**config.mk**
```make
export PLATFORM = sky130hd
export DESIGN_NAME = five_tuple_acl_classifier_flat
export DESIGN_NICKNAME = d
export VERILOG_FILES = /design/src/hdl/acl_pkg.sv /design/src/hdl/acl_req_if.sv /design/src/hdl/acl_rsp_if.sv /design/src/hdl/acl_rule_table.sv /design/src/hdl/acl_match_unit.sv /design/src/hdl/five_tuple_acl_classifier.sv /design/src/flat_wrapper.sv
export SDC_FILE = /design/constraint.sdc
export NUM_CORES = 2
export LEC_CHECK = 0
export ABC_AREA = 1
export ABC_CLOCK_PERIOD_IN_PS = 8250
export BUFFER_PORTS_ARGS = -buffer_cell sky130_fd_sc_hd__buf_2
export CORE_MARGIN = 2
export CORE_UTILIZATION = 63
export CTS_CLUSTER_DIAMETER = 100
export DETAILED_ROUTE_END_ITERATION = 10
export PLACE_DENSITY = 0.77
export SETUP_SLACK_MARGIN = 0.02
export SYNTH_ARGS = -nofsm -noshare
export SYNTH_HDL_FRONTEND = slang
export SYNTH_SLANG_ARGS = --single-unit
```
**constraint.sdc**
```tcl
create_clock -name clk -period 8.25 [get_ports clk]
set_input_delay 0 -clock clk [delete_from_list [all_inputs] [get_ports clk]]
set_output_delay 0 -clock clk [all_outputs]
set_load 0.01 [all_outputs]
```
**src/hdl/acl_pkg.sv**
```systemverilog
// Shared types, constants and boot rule table for the five-tuple ACL classifier.
package acl_pkg;

	localparam int RULE_COUNT = 8;
	localparam int RULE_W     = (RULE_COUNT > 1) ? $clog2(RULE_COUNT) : 1;

	localparam logic [0:0]  OP_CLASSIFY = 1'b0;
	localparam logic [0:0]  OP_LOAD     = 1'b1;

	localparam logic [15:0] ETH_IPV4  = 16'h0800;
	localparam logic [7:0]  PROTO_TCP = 8'd6;
	localparam logic [7:0]  PROTO_UDP = 8'd17;

	typedef struct packed {
		logic [31:0] src_ip;
		logic [31:0] sip_mask;
		logic [31:0] dst_ip;
		logic [31:0] dip_mask;
		logic [7:0]  proto;
		logic [15:0] sport;
		logic [15:0] dport;
		logic        valid;
		logic        deny;
	} rule_t;

	typedef struct packed {
		logic [31:0] src_ip;
		logic [31:0] dst_ip;
		logic [7:0]  proto;
		logic [15:0] sport;
		logic [15:0] dport;
	} hdr_t;

	typedef struct packed {
		logic              en;
		logic [RULE_W-1:0] addr;
		rule_t             rule;
	} tbl_wr_t;

	function automatic rule_t acl_boot_rule(input int k);
		rule_t r;
		r = '0;
		case (k)
			0: begin
				r.src_ip   = 32'h0A00_0063;
				r.sip_mask = 32'hFFFF_FFFF;
				r.valid    = 1'b1;
				r.deny     = 1'b1;
			end
			1: begin
				r.proto    = PROTO_TCP;
				r.dport    = 16'd23;
				r.valid    = 1'b1;
				r.deny     = 1'b1;
			end
			2: begin
				r.proto    = PROTO_TCP;
				r.dport    = 16'd135;
				r.valid    = 1'b1;
				r.deny     = 1'b1;
			end
			3: begin
				r.src_ip   = 32'h0A00_0100;
				r.sip_mask = 32'hFFFF_FF00;
				r.valid    = 1'b1;
			end
			4: begin
				r.src_ip   = 32'h0A00_0200;
				r.sip_mask = 32'hFFFF_FF00;
				r.valid    = 1'b1;
			end
			5: begin
				r.valid    = 1'b1;
				r.deny     = 1'b1;
			end
			default: r = '0;
		endcase
		return r;
	endfunction

endpackage

```
**src/hdl/acl_req_if.sv**
```systemverilog
// Request channel: classify or rule-load items.
interface acl_req_if;
	logic        valid;
	logic        ready;
	logic        opcode;
	logic [2:0]  rule_index;
	logic        rule_valid;
	logic        rule_deny;
	logic [15:0] eth_type;
	logic [31:0] src_ip;
	logic [31:0] sip_mask;
	logic [31:0] dst_ip;
	logic [31:0] dip_mask;
	logic [7:0]  proto;
	logic [15:0] sport;
	logic [15:0] dport;

	modport source (
		output valid, opcode, rule_index, rule_valid, rule_deny, eth_type,
			src_ip, sip_mask, dst_ip, dip_mask, proto, sport, dport,
		input  ready
	);
	modport sink (
		input  valid, opcode, rule_index, rule_valid, rule_deny, eth_type,
			src_ip, sip_mask, dst_ip, dip_mask, proto, sport, dport,
		output ready
	);
endinterface

```
**src/hdl/acl_rsp_if.sv**
```systemverilog
// Response channel: classification verdict items.
interface acl_rsp_if;
	logic        valid;
	logic        ready;
	logic        verdict;
	logic        rule_hit;
	logic [2:0]  rule_number;
	logic [31:0] permit_count;
	logic [31:0] deny_count;

	modport source (
		output valid, verdict, rule_hit, rule_number, permit_count, deny_count,
		input  ready
	);
	modport sink (
		input  valid, verdict, rule_hit, rule_number, permit_count, deny_count,
		output ready
	);
endinterface

```
**src/hdl/acl_rule_table.sv**
```systemverilog
// Rule table registers, reset to the boot rules, one write and one read port.
module acl_rule_table
	import acl_pkg::*;
(
	input  logic              clk,
	input  logic              arst_n,
	input  tbl_wr_t           wr,
	input  logic [RULE_W-1:0] rd_addr,
	output rule_t             rd_rule
);

	rule_t table_q [RULE_COUNT];

	always_ff @(posedge clk or negedge arst_n) begin
		if (!arst_n) begin
			for (int i = 0; i < RULE_COUNT; i++) begin
				table_q[i] <= acl_boot_rule(i);
			end
		end else if (wr.en) begin
			table_q[wr.addr] <= wr.rule;
		end
	end

	assign rd_rule = table_q[rd_addr];

endmodule

```
**src/hdl/acl_match_unit.sv**
```systemverilog
// Shared comparator: checks one rule against the latched header.
module acl_match_unit
	import acl_pkg::*;
(
	input  rule_t rule,
	input  hdr_t  hdr,
	output logic  hit
);

	logic src_ok, dst_ok, proto_ok, sport_ok, dport_ok;

	always_comb begin
		src_ok   = ((hdr.src_ip ^ rule.src_ip) & rule.sip_mask) == 32'd0;
		dst_ok   = ((hdr.dst_ip ^ rule.dst_ip) & rule.dip_mask) == 32'd0;
		proto_ok = (rule.proto == 8'd0) || (rule.proto == hdr.proto);
		sport_ok = (rule.sport == 16'd0) || (rule.sport == hdr.sport);
		dport_ok = (rule.dport == 16'd0) || (rule.dport == hdr.dport);
		hit      = rule.valid && src_ok && dst_ok && proto_ok && sport_ok && dport_ok;
	end

endmodule

```
**src/hdl/five_tuple_acl_classifier.sv**
```systemverilog
// Top level: first-match five-tuple ACL classifier with scan sequencer and counters.
// A rule-load item is written into the table when taken and gives no response. A classify item
// for an IPv4 frame is latched, then the rule table is scanned from entry 0 upward
// through one shared comparator, one rule per cycle, stopping at the first match
// or after the last rule; the DONE state then hands the result to the output
// register, waiting while it still holds an unread response. A non-IPv4 frame
// skips the scan and goes straight to DONE. The request side is ready only
// between items, while a finished response may still wait in the output
// register for the sink.
module five_tuple_acl_classifier
	import acl_pkg::*;
(
	input  logic clk,
	input  logic arst_n,
	acl_req_if.sink   req,
	acl_rsp_if.source rsp
);

	localparam logic [1:0] ST_IDLE = 2'd0;
	localparam logic [1:0] ST_SCAN = 2'd1;
	localparam logic [1:0] ST_DONE = 2'd2;

	logic [1:0]        state_q;
	logic [RULE_W-1:0] idx_q;
	logic [31:0]       permit_q, deny_q;
	logic              out_valid_q;

	hdr_t              hdr_q;
	logic              res_verdict_q, res_hit_q;
	logic [2:0]        res_num_q;
	logic              verdict_q, hit_q;
	logic [2:0]        num_q;
	logic [31:0]       permit_out_q, deny_out_q;

	tbl_wr_t           tbl_wr;
	rule_t             cur_rule;
	logic              cur_hit;
	logic              req_acc, is_load, is_ipv4, last_rule, out_load, l4_ports;

	assign req.ready = (state_q == ST_IDLE);
	assign req_acc   = req.valid && req.ready;
	assign is_load   = (req.opcode == OP_LOAD);
	assign is_ipv4   = (req.eth_type == ETH_IPV4);
	assign l4_ports  = (req.proto == PROTO_TCP) || (req.proto == PROTO_UDP);
	assign last_rule = (idx_q == RULE_W'(RULE_COUNT - 1));
	assign out_load  = (state_q == ST_DONE) && (!out_valid_q || rsp.ready);

	always_comb begin
		tbl_wr.en            = req_acc && is_load && (int'(req.rule_index) < RULE_COUNT);
		tbl_wr.addr          = RULE_W'(req.rule_index);
		tbl_wr.rule.src_ip   = req.src_ip;
		tbl_wr.rule.sip_mask = req.sip_mask;
		tbl_wr.rule.dst_ip   = req.dst_ip;
		tbl_wr.rule.dip_mask = req.dip_mask;
		tbl_wr.rule.proto    = req.proto;
		tbl_wr.rule.sport    = req.sport;
		tbl_wr.rule.dport    = req.dport;
		tbl_wr.rule.valid    = req.rule_valid;
		tbl_wr.rule.deny     = req.rule_deny;
	end

	acl_rule_table u_table (
		.clk     (clk),
		.arst_n  (arst_n),
		.wr      (tbl_wr),
		.rd_addr (idx_q),
		.rd_rule (cur_rule)
	);

	acl_match_unit u_match (
		.rule (cur_rule),
		.hdr  (hdr_q),
		.hit  (cur_hit)
	);

	always_ff @(posedge clk or negedge arst_n) begin
		if (!arst_n) begin
			state_q     <= ST_IDLE;
			idx_q       <= '0;
			permit_q    <= '0;
			deny_q      <= '0;
			out_valid_q <= 1'b0;
		end else begin
			case (state_q)
				ST_IDLE: begin
					if (req_acc && !is_load) begin
						idx_q   <= '0;
						state_q <= is_ipv4 ? ST_SCAN : ST_DONE;
					end
				end
				ST_SCAN: begin
					if (cur_hit) begin
						if (cur_rule.deny) begin
							deny_q <= deny_q + 32'd1;
						end else begin
							permit_q <= permit_q + 32'd1;
						end
						state_q <= ST_DONE;
					end else if (last_rule) begin
						permit_q <= permit_q + 32'd1;
						state_q  <= ST_DONE;
					end else begin
						idx_q <= idx_q + RULE_W'(1);
					end
				end
				ST_DONE: begin
					if (out_load) begin
						state_q <= ST_IDLE;
					end
				end
				default: state_q <= ST_IDLE;
			endcase
			if (out_load) begin
				out_valid_q <= 1'b1;
			end else if (rsp.ready) begin
				out_valid_q <= 1'b0;
			end
		end
	end

	always_ff @(posedge clk) begin
		if (req_acc && !is_load) begin
			hdr_q.src_ip   <= req.src_ip;
			hdr_q.dst_ip   <= req.dst_ip;
			hdr_q.proto    <= req.proto;
			hdr_q.sport    <= l4_ports ? req.sport : 16'd0;
			hdr_q.dport    <= l4_ports ? req.dport : 16'd0;
			res_verdict_q  <= 1'b0;
			res_hit_q      <= 1'b0;
			res_num_q      <= 3'd0;
		end else if (state_q == ST_SCAN && cur_hit) begin
			res_verdict_q <= cur_rule.deny;
			res_hit_q     <= 1'b1;
			res_num_q     <= 3'(idx_q);
		end
		if (out_load) begin
			verdict_q    <= res_verdict_q;
			hit_q        <= res_hit_q;
			num_q        <= res_num_q;
			permit_out_q <= permit_q;
			deny_out_q   <= deny_q;
		end
	end

	assign rsp.valid        = out_valid_q;
	assign rsp.verdict      = verdict_q;
	assign rsp.rule_hit     = hit_q;
	assign rsp.rule_number  = num_q;
	assign rsp.permit_count = permit_out_q;
	assign rsp.deny_count   = deny_out_q;

`ifndef SYNTHESIS
	a_one_count: assert property (@(posedge clk) disable iff (!arst_n)
		(permit_q != $past(permit_q)) |-> (deny_q == $past(deny_q)))
		else $error("both counters moved in one cycle");

	a_miss_fields: assert property (@(posedge clk) disable iff (!arst_n)
		(rsp.valid && !rsp.rule_hit) |-> (rsp.rule_number == 3'd0 && !rsp.verdict))
		else $error("miss response carries rule number or deny");

	a_scan_start: assert property (@(posedge clk) disable iff (!arst_n)
		(req_acc && !is_load && is_ipv4) |=> (state_q == ST_SCAN && idx_q == '0))
		else $error("scan did not start at entry 0");

	a_load_idle: assert property (@(posedge clk) disable iff (!arst_n)
		(req_acc && is_load) |=> (state_q == ST_IDLE && $stable(permit_q)
			&& $stable(deny_q)))
		else $error("rule load disturbed sequencer or counters");

	a_count_scan: assert property (@(posedge clk) disable iff (!arst_n)
		((permit_q != $past(permit_q)) || (deny_q != $past(deny_q)))
			|-> ($past(state_q) == ST_SCAN && state_q == ST_DONE))
		else $error("counter moved outside a scan end");
`endif

endmodule
```
**src/flat_wrapper.sv**
```systemverilog
// flat-port wrapper written by rule: the top's interface ports become plain ports
module five_tuple_acl_classifier_flat import acl_pkg::*;
  (clk, arst_n, req_valid, req_opcode, req_rule_index, req_rule_valid, req_rule_deny, req_eth_type, req_src_ip, req_sip_mask, req_dst_ip, req_dip_mask, req_proto, req_sport, req_dport, req_ready, rsp_valid, rsp_verdict, rsp_rule_hit, rsp_rule_number, rsp_permit_count, rsp_deny_count, rsp_ready);
  acl_req_if req_i ();
  acl_rsp_if rsp_i ();
  input  logic clk;
  input  logic arst_n;
  input wire logic [$bits(req_i.valid)-1:0] req_valid;
  input wire logic [$bits(req_i.opcode)-1:0] req_opcode;
  input wire logic [$bits(req_i.rule_index)-1:0] req_rule_index;
  input wire logic [$bits(req_i.rule_valid)-1:0] req_rule_valid;
  input wire logic [$bits(req_i.rule_deny)-1:0] req_rule_deny;
  input wire logic [$bits(req_i.eth_type)-1:0] req_eth_type;
  input wire logic [$bits(req_i.src_ip)-1:0] req_src_ip;
  input wire logic [$bits(req_i.sip_mask)-1:0] req_sip_mask;
  input wire logic [$bits(req_i.dst_ip)-1:0] req_dst_ip;
  input wire logic [$bits(req_i.dip_mask)-1:0] req_dip_mask;
  input wire logic [$bits(req_i.proto)-1:0] req_proto;
  input wire logic [$bits(req_i.sport)-1:0] req_sport;
  input wire logic [$bits(req_i.dport)-1:0] req_dport;
  output wire logic [$bits(req_i.ready)-1:0] req_ready;
  output wire logic [$bits(rsp_i.valid)-1:0] rsp_valid;
  output wire logic [$bits(rsp_i.verdict)-1:0] rsp_verdict;
  output wire logic [$bits(rsp_i.rule_hit)-1:0] rsp_rule_hit;
  output wire logic [$bits(rsp_i.rule_number)-1:0] rsp_rule_number;
  output wire logic [$bits(rsp_i.permit_count)-1:0] rsp_permit_count;
  output wire logic [$bits(rsp_i.deny_count)-1:0] rsp_deny_count;
  input wire logic [$bits(rsp_i.ready)-1:0] rsp_ready;
  assign req_i.valid = req_valid;
  assign req_i.opcode = req_opcode;
  assign req_i.rule_index = req_rule_index;
  assign req_i.rule_valid = req_rule_valid;
  assign req_i.rule_deny = req_rule_deny;
  assign req_i.eth_type = req_eth_type;
  assign req_i.src_ip = req_src_ip;
  assign req_i.sip_mask = req_sip_mask;
  assign req_i.dst_ip = req_dst_ip;
  assign req_i.dip_mask = req_dip_mask;
  assign req_i.proto = req_proto;
  assign req_i.sport = req_sport;
  assign req_i.dport = req_dport;
  assign req_ready = req_i.ready;
  assign rsp_valid = rsp_i.valid;
  assign rsp_verdict = rsp_i.verdict;
  assign rsp_rule_hit = rsp_i.rule_hit;
  assign rsp_rule_number = rsp_i.rule_number;
  assign rsp_permit_count = rsp_i.permit_count;
  assign rsp_deny_count = rsp_i.deny_count;
  assign rsp_i.ready = rsp_ready;
  five_tuple_acl_classifier u_core (.clk(clk), .arst_n(arst_n), .req(req_i), .rsp(rsp_i));
endmodule
```
Word-level counts from Yosys, hierarchy flattened
Cells that the tools add are included.
{ "totals": {"regBits": 1608, "inputBits": 194, "output_inout_bits": 71, "wordCells": 169} }
{ "classes": {"addsub": 3, "n_lt_le_gt_ge": 3, "n_eq_ne": 15, "n_mux": 21, "bitwise_logic": 6, "reduce_logical": 31} }
{ "ops": {"columns": ["op", "n"], "rows": [
  ["1360-bit bitwise mux", 1],
  ["170-bit binary-select mux with 3-bit select", 1],
  ["170-bit demux with 3-bit select", 1],
  ["170-bit 2-to-1 mux", 3],
  ["32-bit 2-to-1 mux", 3],
  ["32-bit by 1-bit adder with 32-bit output (second input constant)", 2],
  ["32-bit bitwise AND", 2],
  ["32-bit logical NOT", 2],
  ["32-bit bitwise XOR", 2],
  ["16-bit equality test", 2],
  ["16-bit logical NOT", 2],
  ["16-bit by 12-bit equality test with 1-bit output (second input constant)", 1],
  ["1-bit logical AND", 11],
  ["2-bit 2-to-1 mux", 5],
  ["3-bit 2-to-1 mux", 3],
  ["3-bit AND reduction", 3],
  ["8-bit by 3-bit equality test with 1-bit output (second input constant)", 1],
  ["8-bit by 5-bit equality test with 1-bit output (second input constant)", 1],
  ["8-bit equality test", 1],
  ["4-bit greater-or-equal comparator (second input constant)", 2],
  ["8-bit logical NOT", 1],
  ["2-bit inequality test (second input constant)", 4],
  ["3-bit NOT with 4-bit output", 2],
  ["2-bit one-hot mux with 3 select lines", 1],
  ["14 further kinds", 22]
]} }

Longest topological paths before layout
{ "logic_depth": {"word_depth": 14, "depth_mapped": 23, "depth_no_buf": 20} }

Cells and area by module
From an unflattened synthesis, not the netlist that was laid out.
{ "unflattened": {"hier_cells": 10373, "hier_area_um2": 77690.8} }
{ "modules_own_cells": {"columns": ["mod", "instances", "cells_each", "area_each_um2", "seq_area_each_um2"], "rows": [
  ["acl_rule_table", 1, 9079, 66035.8, 34175.3],
  ["five_tuple_acl_classifier", 1, 768, 9495.4, 7046.8],
  ["acl_match_unit", 1, 526, 2159.6, 0.0]
]} }

Least setup slack after synthesis
No wires, ideal clock.
{ "synth_timing": {"path_type": "register to register", "from": "register u_core.state_q[0]", "to": "register u_core.idx_q[0]", "setup_time_ns": 0.066, "t_arrival_ns": 6.410, "required_ns": 8.184, "slack_ns": 1.774, "stages_incl_launch_ff": 10, "path_buffers": 0, "synth_period_minus_slack_ns": 6.476, "cell_sequence": "dfrtp_1 > nor2_1 > nand2_1 > nor2_1 > inv_1 > nand2_1 > nand2_1 > inv_1 > nand4_1 > nand2_1"} }
{ "synth_via": {"elab_chain_len": 5, "word_cells_on_any_way": 10, "classes_between": "eq/ne: 4; mux: 1; reduce/logical: 5"} }
{ "synth_rtl": {"columns": ["element", "line", "rtl"], "rows": [
  ["start: declaration", "five_tuple_acl_classifier.sv:23", "logic [1:0] state_q;"],
  ["start signal: assignment", "five_tuple_acl_classifier.sv:88", "state_q <= is_ipv4 ? ST_SCAN : ST_DONE;"],
  ["2-bit logical NOT (*)", "five_tuple_acl_classifier.sv:40", "assign req.ready = (state_q == ST_IDLE);"],
  ["via req_ready", "flat_wrapper.sv:21", "output wire logic [$bits(req_i.ready)-1:0] req_ready;"],
  ["1-bit logical AND", "five_tuple_acl_classifier.sv:41", "assign req_acc = req.valid && req.ready;"],
  ["1-bit logical AND", "five_tuple_acl_classifier.sv:86", "if (req_acc && !is_load) begin"],
  ["2-bit inequality test (no source line)", null, null],
  ["4-bit AND reduction (no source line)", null, null],
  ["end signal: assignment", "five_tuple_acl_classifier.sv:103", "idx_q <= idx_q + RULE_W'(1);"],
  ["end: declaration", "five_tuple_acl_classifier.sv:24", "logic [RULE_W-1:0] idx_q;"]
]} }
Mark *: on every way through the listed nets, which the timed path passes. The rest lies on a longest branch.
A chain may end at the register's enable or synchronous reset.

Worst setup path in the final report
{ "layout_timing": {"from": "register u_core.idx_q[0]", "to": "register u_core.permit_q[13]"} }
{ "layout_via": {"elab_chain_len": 14, "word_cells_on_any_way": 29, "classes_between": "eq/ne: 5; mux: 4; bitwise: 5; reduce/logical: 15"} }
{ "layout_rtl": {"columns": ["element", "line", "rtl"], "rows": [
  ["3-bit NOT with 4-bit output (not written as such)", "acl_rule_table.sv:24", "assign rd_rule = table_q[rd_addr];"],
  ["170-bit binary-select mux with 3-bit select", "acl_rule_table.sv:24", null],
  ["170-bit 2-to-1 mux (not written as such) (2 in series)", "acl_rule_table.sv:24", null],
  ["32-bit bitwise XOR", "acl_match_unit.sv:13", "src_ok = ((hdr.src_ip ^ rule.src_ip) & rule.sip_mask) == 32'd0;"],
  ["32-bit bitwise AND", "acl_match_unit.sv:13", null],
  ["32-bit logical NOT", "acl_match_unit.sv:13", null],
  ["1-bit logical AND (5 in series)", "acl_match_unit.sv:18", "hit = rule.valid && src_ok && dst_ok && proto_ok && sport_ok && dport_ok;"],
  ["2-bit inequality test (no source line) or 2-bit nonzero test (tied branches)", null, null],
  ["3-bit AND reduction (no source line)", null, null],
  ["end signal: assignment", "five_tuple_acl_classifier.sv:96", "permit_q <= permit_q + 32'd1;"],
  ["end signal: assignment", "five_tuple_acl_classifier.sv:100", "permit_q <= permit_q + 32'd1;"],
  ["end: declaration", "five_tuple_acl_classifier.sv:25", "logic [31:0] permit_q, deny_q;"]
]} }
Parallel ways exist; a longest one is shown, timed or not. The select of a mux whose other input is x is not followed.

==> results list <==
- Post-CTS setup repair buffer count: 0
- Measured in cells, the most critical reg-to-reg path has a length of 20.
- STA classifies the critical path startpoint as a flip-flop.
- Sum of routed wire length over all layers: 232000 um
* I/O Buffers: 264
- 265 I/O pins were placed.
- Total power per unit cell area: 309 nW/um2
- For this run, the top clock speed supported by timing is 0.173 GHz.
- Horizontal die dimension: 355 um
- Die Height: 355 um
* Via density per instance: 5.78
- In this run the worst path has a maximum fanout of 153.
* CP Depth: 20
- Clock-pin slew of the registers on the worst-case setup and hold paths: 0.07 ns
* Setup repair after global routing missed its margin: no
- On the critical path the largest part of the delay comes from simple AND/OR/NAND/NOR gates.
* Buffers plus inverters on the worst setup path: 3
* Detailed router's first-iteration violation count: 8205
* Required time of the critical path: 8.91 ns
- For the final database, setup skew stands at 0.0289 ns.
- Summed over all cells, the static leakage comes to 42.0 nW.
- The hold violation total from the final report is 2.
- Flip-flop and latch count after synthesis: 1608
* CP cell instances: buf_12 -> buf_4 -> nand2_1 -> nand2_1 -> a21oi_1 -> a21oi_1 -> nand3_1 -> nand2_1 -> nor2_1 -> nand2_1 -> nand2_1 -> nand3_1 -> nor2_1 -> nand2_2 -> nor2_4 -> buf_4 -> nand2_2 -> nand3_2 -> nand2_1 -> nand2_1
* Final count of negative-setup-slack endpoints: 0
- Row generation in the floorplan step produced 128 rows.
- Number of global-route vias before repair: 66100
* Aggregate global routing overflow: 0
- Entering global routing, the biggest net connects 211 pins.
- The final reports fail on hold timing.
- Hold/Removal Path Class: in2reg
- Count of unique library cells instantiated by Yosys: 41
- The most numerous cell type found on the critical path is sky130_fd_sc_hd__nand2_1.
* Total instance count after detailed placement: 11500
- The most critical setup path has its endpoint at u_core.permit_q[13].
* Number of synthesis warnings: 0
* Initial standard-cell utilization of the core: 0.637
- Final-report max-slew violation count: 0
- Adding up every negative setup slack in the final design gives 0 ns.
- Combinational cell fraction of total power: 0.255
* Hold slack final: -0.0719 ns
- Launching element of the worst setup path: u_core.idx_q[0]
* Number of iterations in the first detailed-routing pass: 7
- The count of nets left with antenna violations once routing finished came out at 0.
* Total number of clock tree sinks: 1608
- CTS Root Cell: sky130_fd_sc_hd__clkbuf_16
- Of the post-synthesis cell area, the dominant cell type holds 0.423.
- Clock tree buffer depth: 3
* Hold path depth: 5
- Syn-to-layout area delta: 12.5%
* Maximum capacitance violations: 0
- Clock insertion delay at the later pin of the skew report: 0.81 ns
- Worst Setup End Kind: flip-flop
* Worst setup path category: reg2reg
- Counting the buffers created by CTS gives 167.
- Dividing the detail-routed wire length by the instance count gives 19.2 um.
* Number of antenna violations at the first check in global routing: 22
* Area of the core: 122000 um2
- Count of H-tree levels built during CTS: 4
* Final weighted congestion in routability-driven placement: 0.928
- Critical Path Max Stage Delay: 0.77 ns
* Tmin final: 5.77 ns
* Outcome: finished with violations
* Cells after Synth: 10100
* Worst relative slew slack: 0.0749
- Placed wire-length estimate: 138000 um
* Final cycle utilization of the critical path: 0.699
* Highest-delay cell along the critical path: sky130_fd_sc_hd__dfrtp_4
- Filler cells: 9543
- Worst-Margin Slew: 1.39 ns
- TritonCTS clock tree: done
* Slack of the worst reg-to-reg path: 2.48 ns
- After synthesis the cells add up to 77800 um2.
- Of the total power, registers draw 0.461.
- Area of the die: 126000 um2
- The analysis attributes to net switching a power of 0.00891 W.
- The startpoint identified for the worst register-to-register timing path is u_core.idx_q[0].
- Reg-to-reg critical path endpoint: u_core.permit_q[13]
- Dominant cell type by area after synthesis: sky130_fd_sc_hd__dfrtp_1
* Synthesized net count: 10300
- Largest cells by area after synthesis: sky130_fd_sc_hd__dfrtp_1, sky130_fd_sc_hd__nand2_1, sky130_fd_sc_hd__o21ai_0, sky130_fd_sc_hd__edfxtp_1, sky130_fd_sc_hd__inv_1
* Commonest cells after routing, fill and taps aside: sky130_fd_sc_hd__nand2_1, sky130_fd_sc_hd__dfrtp_1, sky130_fd_sc_hd__o21ai_0
- The count of cells in the finished layout, fillers not included, comes to 12100.
* Residual DRC count: 0
* Cell Int Power: 0.0182 W
* Register area: 41200 um2
- Proportion of layout cells with a drive suffix above 1: 0.0702
- In the final design database the tool counted 10500 nets.
- Sequential area share after synthesis: 0.530
- Clk pwr share: 0.285
- VDD sags by at most 0.000256 V.
- Net switching share of the total power: 0.329
* Wire length of the first global-routing pass: 365000 um
* Area of the multi-input gates: 30200 um2
* Aggregate global-route resource usage: 0.368
* Data arrival time at the worst-slack endpoint: 6.43 ns
- After synthesis, the mean cell area works out to 7.68 um2.
- The detailed router placed 69700 vias in this run.
- The library cell used most frequently in the layout, excluding fill and tap cells, is sky130_fd_sc_hd__nand2_1.
## power by group through the flow
stage	logic [W]	registers [W]	clock network [W]
after floorplan	0.00474	0.0123	0
after global placement	0.00637	0.0124	0
after detailed placement	0.00664	0.0125	0
after CTS	0.00683	0.0124	0.00777
after global routing	0.00792	0.0128	0.00809
final	0.00690	0.0125	0.00771
## logic make-up (layout without fill, tap and decap cells)
logic type | count (synthesis) | after routing | synth area share
AND/OR/NAND/NOR | 5086 | 5086 | 0.265
AO/OA/AOI/OAI | 1764 | 1764 | 0.117
adder cells (fa/ha/maj) | 4 | 4 | 0.000643
buffers and inverters | 1635 | 1929 | 0.0834
other | 0 | 19 | 0
multiplexers | 2 | 2 | 0.000257
XOR/XNOR | 35 | 35 | 0.00394
flip-flops | 1608 | 1608 | 0.530
## stage by stage
| stage | setup slack (ns) | hold slack [ns] | utilization | total power [W] | cell area, um2 |
|---|---|---|---|---|---|
| final | 2.48 | -0.0719 | 0.717 | 0.0271 | 87600 |
| after global routing | 2.19 | -0.00794 | 0.716 | 0.0288 | 87600 |
| after CTS | 2.70 | 0.00199 | 0.716 | 0.0270 | 87500 |
| after detailed placement | 2.73 | 0.0826 | 0.652 | 0.0192 | 79600 |
| after global placement | 2.81 | 0.0825 | 0.652 | 0.0188 | 79600 |
| after floorplan | 1.77 | -0.296 | - | 0.0170 | 77800 |
## worst min path at each step
stage	from	endpoint	slack (ns)
final	req_valid	u_core.res_hit_q	-0.07
after global routing	req_valid	u_core.res_hit_q	-0.008
after detailed placement	arst_n	u_core.u_table.table_q[692]	0.08
after CTS	req_sport[8]	u_core.u_table.table_q[1046]	0.002
after global placement	arst_n	u_core.u_table.table_q[692]	0.08
after floorplan	arst_n	u_core.deny_q[0]	-0.30
## sequential cells by signal (all words and copies together) (netlist names), 2 cells and up
register / flops
u_core.res_num_q: 3
u_core.hdr_q: 104
u_core.rsp.permit_count: 32
u_core.rsp.rule_number: 3
u_core.state_q: 2
u_core.deny_q: 32
u_core.idx_q: 3
u_core.permit_q: 32
u_core.rsp.deny_count: 32
u_core.u_table.table_q: 1360
## synthesized netlist by cell type
| cell type | n |
|---|---|
| sky130_fd_sc_hd__a21oi_1 | 484 |
| sky130_fd_sc_hd__dfstp_2 | 114 |
| sky130_fd_sc_hd__dfrtp_1 | 1316 |
| sky130_fd_sc_hd__nand2_2 | 2 |
| sky130_fd_sc_hd__or2_2 | 1 |
| sky130_fd_sc_hd__a211oi_1 | 1 |
| sky130_fd_sc_hd__nor3_1 | 28 |
| sky130_fd_sc_hd__buf_4 | 25 |
| sky130_fd_sc_hd__xor2_1 | 24 |
| sky130_fd_sc_hd__mux2i_1 | 2 |
| sky130_fd_sc_hd__ha_1 | 4 |
| sky130_fd_sc_hd__nor4_1 | 12 |
| sky130_fd_sc_hd__o2111ai_1 | 1 |
| sky130_fd_sc_hd__o21ai_0 | 1154 |
| sky130_fd_sc_hd__buf_2 | 191 |
| sky130_fd_sc_hd__nand4_1 | 84 |
| sky130_fd_sc_hd__buf_6 | 3 |
| sky130_fd_sc_hd__dfxtp_1 | 5 |
| sky130_fd_sc_hd__nand3_2 | 2 |
| sky130_fd_sc_hd__o2bb2ai_1 | 4 |
| sky130_fd_sc_hd__o21bai_1 | 2 |
| sky130_fd_sc_hd__clkbuf_1 | 343 |
| sky130_fd_sc_hd__xnor2_1 | 11 |
| sky130_fd_sc_hd__inv_2 | 4 |
| sky130_fd_sc_hd__buf_1 | 23 |
| sky130_fd_sc_hd__a22oi_1 | 11 |
| sky130_fd_sc_hd__nand2_1 | 3282 |
| sky130_fd_sc_hd__nand3b_1 | 62 |
| sky130_fd_sc_hd__edfxtp_1 | 173 |
| sky130_fd_sc_hd__and3_1 | 1 |
| sky130_fd_sc_hd__o22ai_1 | 2 |
| sky130_fd_sc_hd__o211ai_1 | 95 |
| sky130_fd_sc_hd__inv_1 | 1046 |
| sky130_fd_sc_hd__nor2_4 | 1 |
| sky130_fd_sc_hd__o31ai_1 | 2 |
| sky130_fd_sc_hd__and2_1 | 5 |
| sky130_fd_sc_hd__nand3_1 | 754 |
| sky130_fd_sc_hd__o21bai_2 | 1 |
| sky130_fd_sc_hd__o21ai_1 | 7 |
| sky130_fd_sc_hd__nor2_1 | 849 |
| sky130_fd_sc_hd__or4_1 | 3 |
## worst register-to-register path: stages (launching register included)
cell and delay, ns:
sky130_fd_sc_hd__dfrtp_4 0.77, sky130_fd_sc_hd__buf_12 0.64, sky130_fd_sc_hd__buf_4 0.88, sky130_fd_sc_hd__nand2_1 0.12
sky130_fd_sc_hd__nand2_1 0.09, sky130_fd_sc_hd__a21oi_1 0.05, sky130_fd_sc_hd__a21oi_1 0.14, sky130_fd_sc_hd__nand3_1 0.22
sky130_fd_sc_hd__nand2_1 0.13, sky130_fd_sc_hd__nor2_1 0.05, sky130_fd_sc_hd__nand2_1 0.05, sky130_fd_sc_hd__nand2_1 0.21
sky130_fd_sc_hd__nand3_1 0.20, sky130_fd_sc_hd__nor2_1 0.06, sky130_fd_sc_hd__nand2_2 0.20, sky130_fd_sc_hd__nor2_4 0.04
sky130_fd_sc_hd__buf_4 0.25, sky130_fd_sc_hd__nand2_2 0.55, sky130_fd_sc_hd__nand3_2 0.68, sky130_fd_sc_hd__nand2_1 0.20
sky130_fd_sc_hd__nand2_1 0.09
## layout make-up
cell class                      count  area share
Antenna cell                       19    0.000543
Clock buffer                      250      0.0558
Clock inverter                     64     0.00783
Inverter                         1050      0.0452
Multi-Input combinational cell   6891       0.345
Sequential cell                  1608       0.471
Tap cell                         1625      0.0232
Timing Repair Buffer              565      0.0513
## timing repair
item                      4_1_cts  5_1_grt
gates resized for setup         0        0
hold endpoints to repair     1675        0
hold buffers                  230        0
## routing by layer
| metal | global-route usage | share of wire | routed length [um] | vias to the layer above |
|---|---|---|---|---|
| met3 | 0.0549 | 0.079 | 18300 | 555 |
| met4 | 0.193 | 0.052 | 12100 | 0 |
| met1 | 0.485 | 0.39 | 91700 | 33400 |
| met5 | 0 | 0 | 0 | - |
| met2 | 0.595 | 0.47 | 110000 | 3204 |
| li1 | - | - | - | 32500 |
Note: power is estimated with default switching activity, not from simulation.
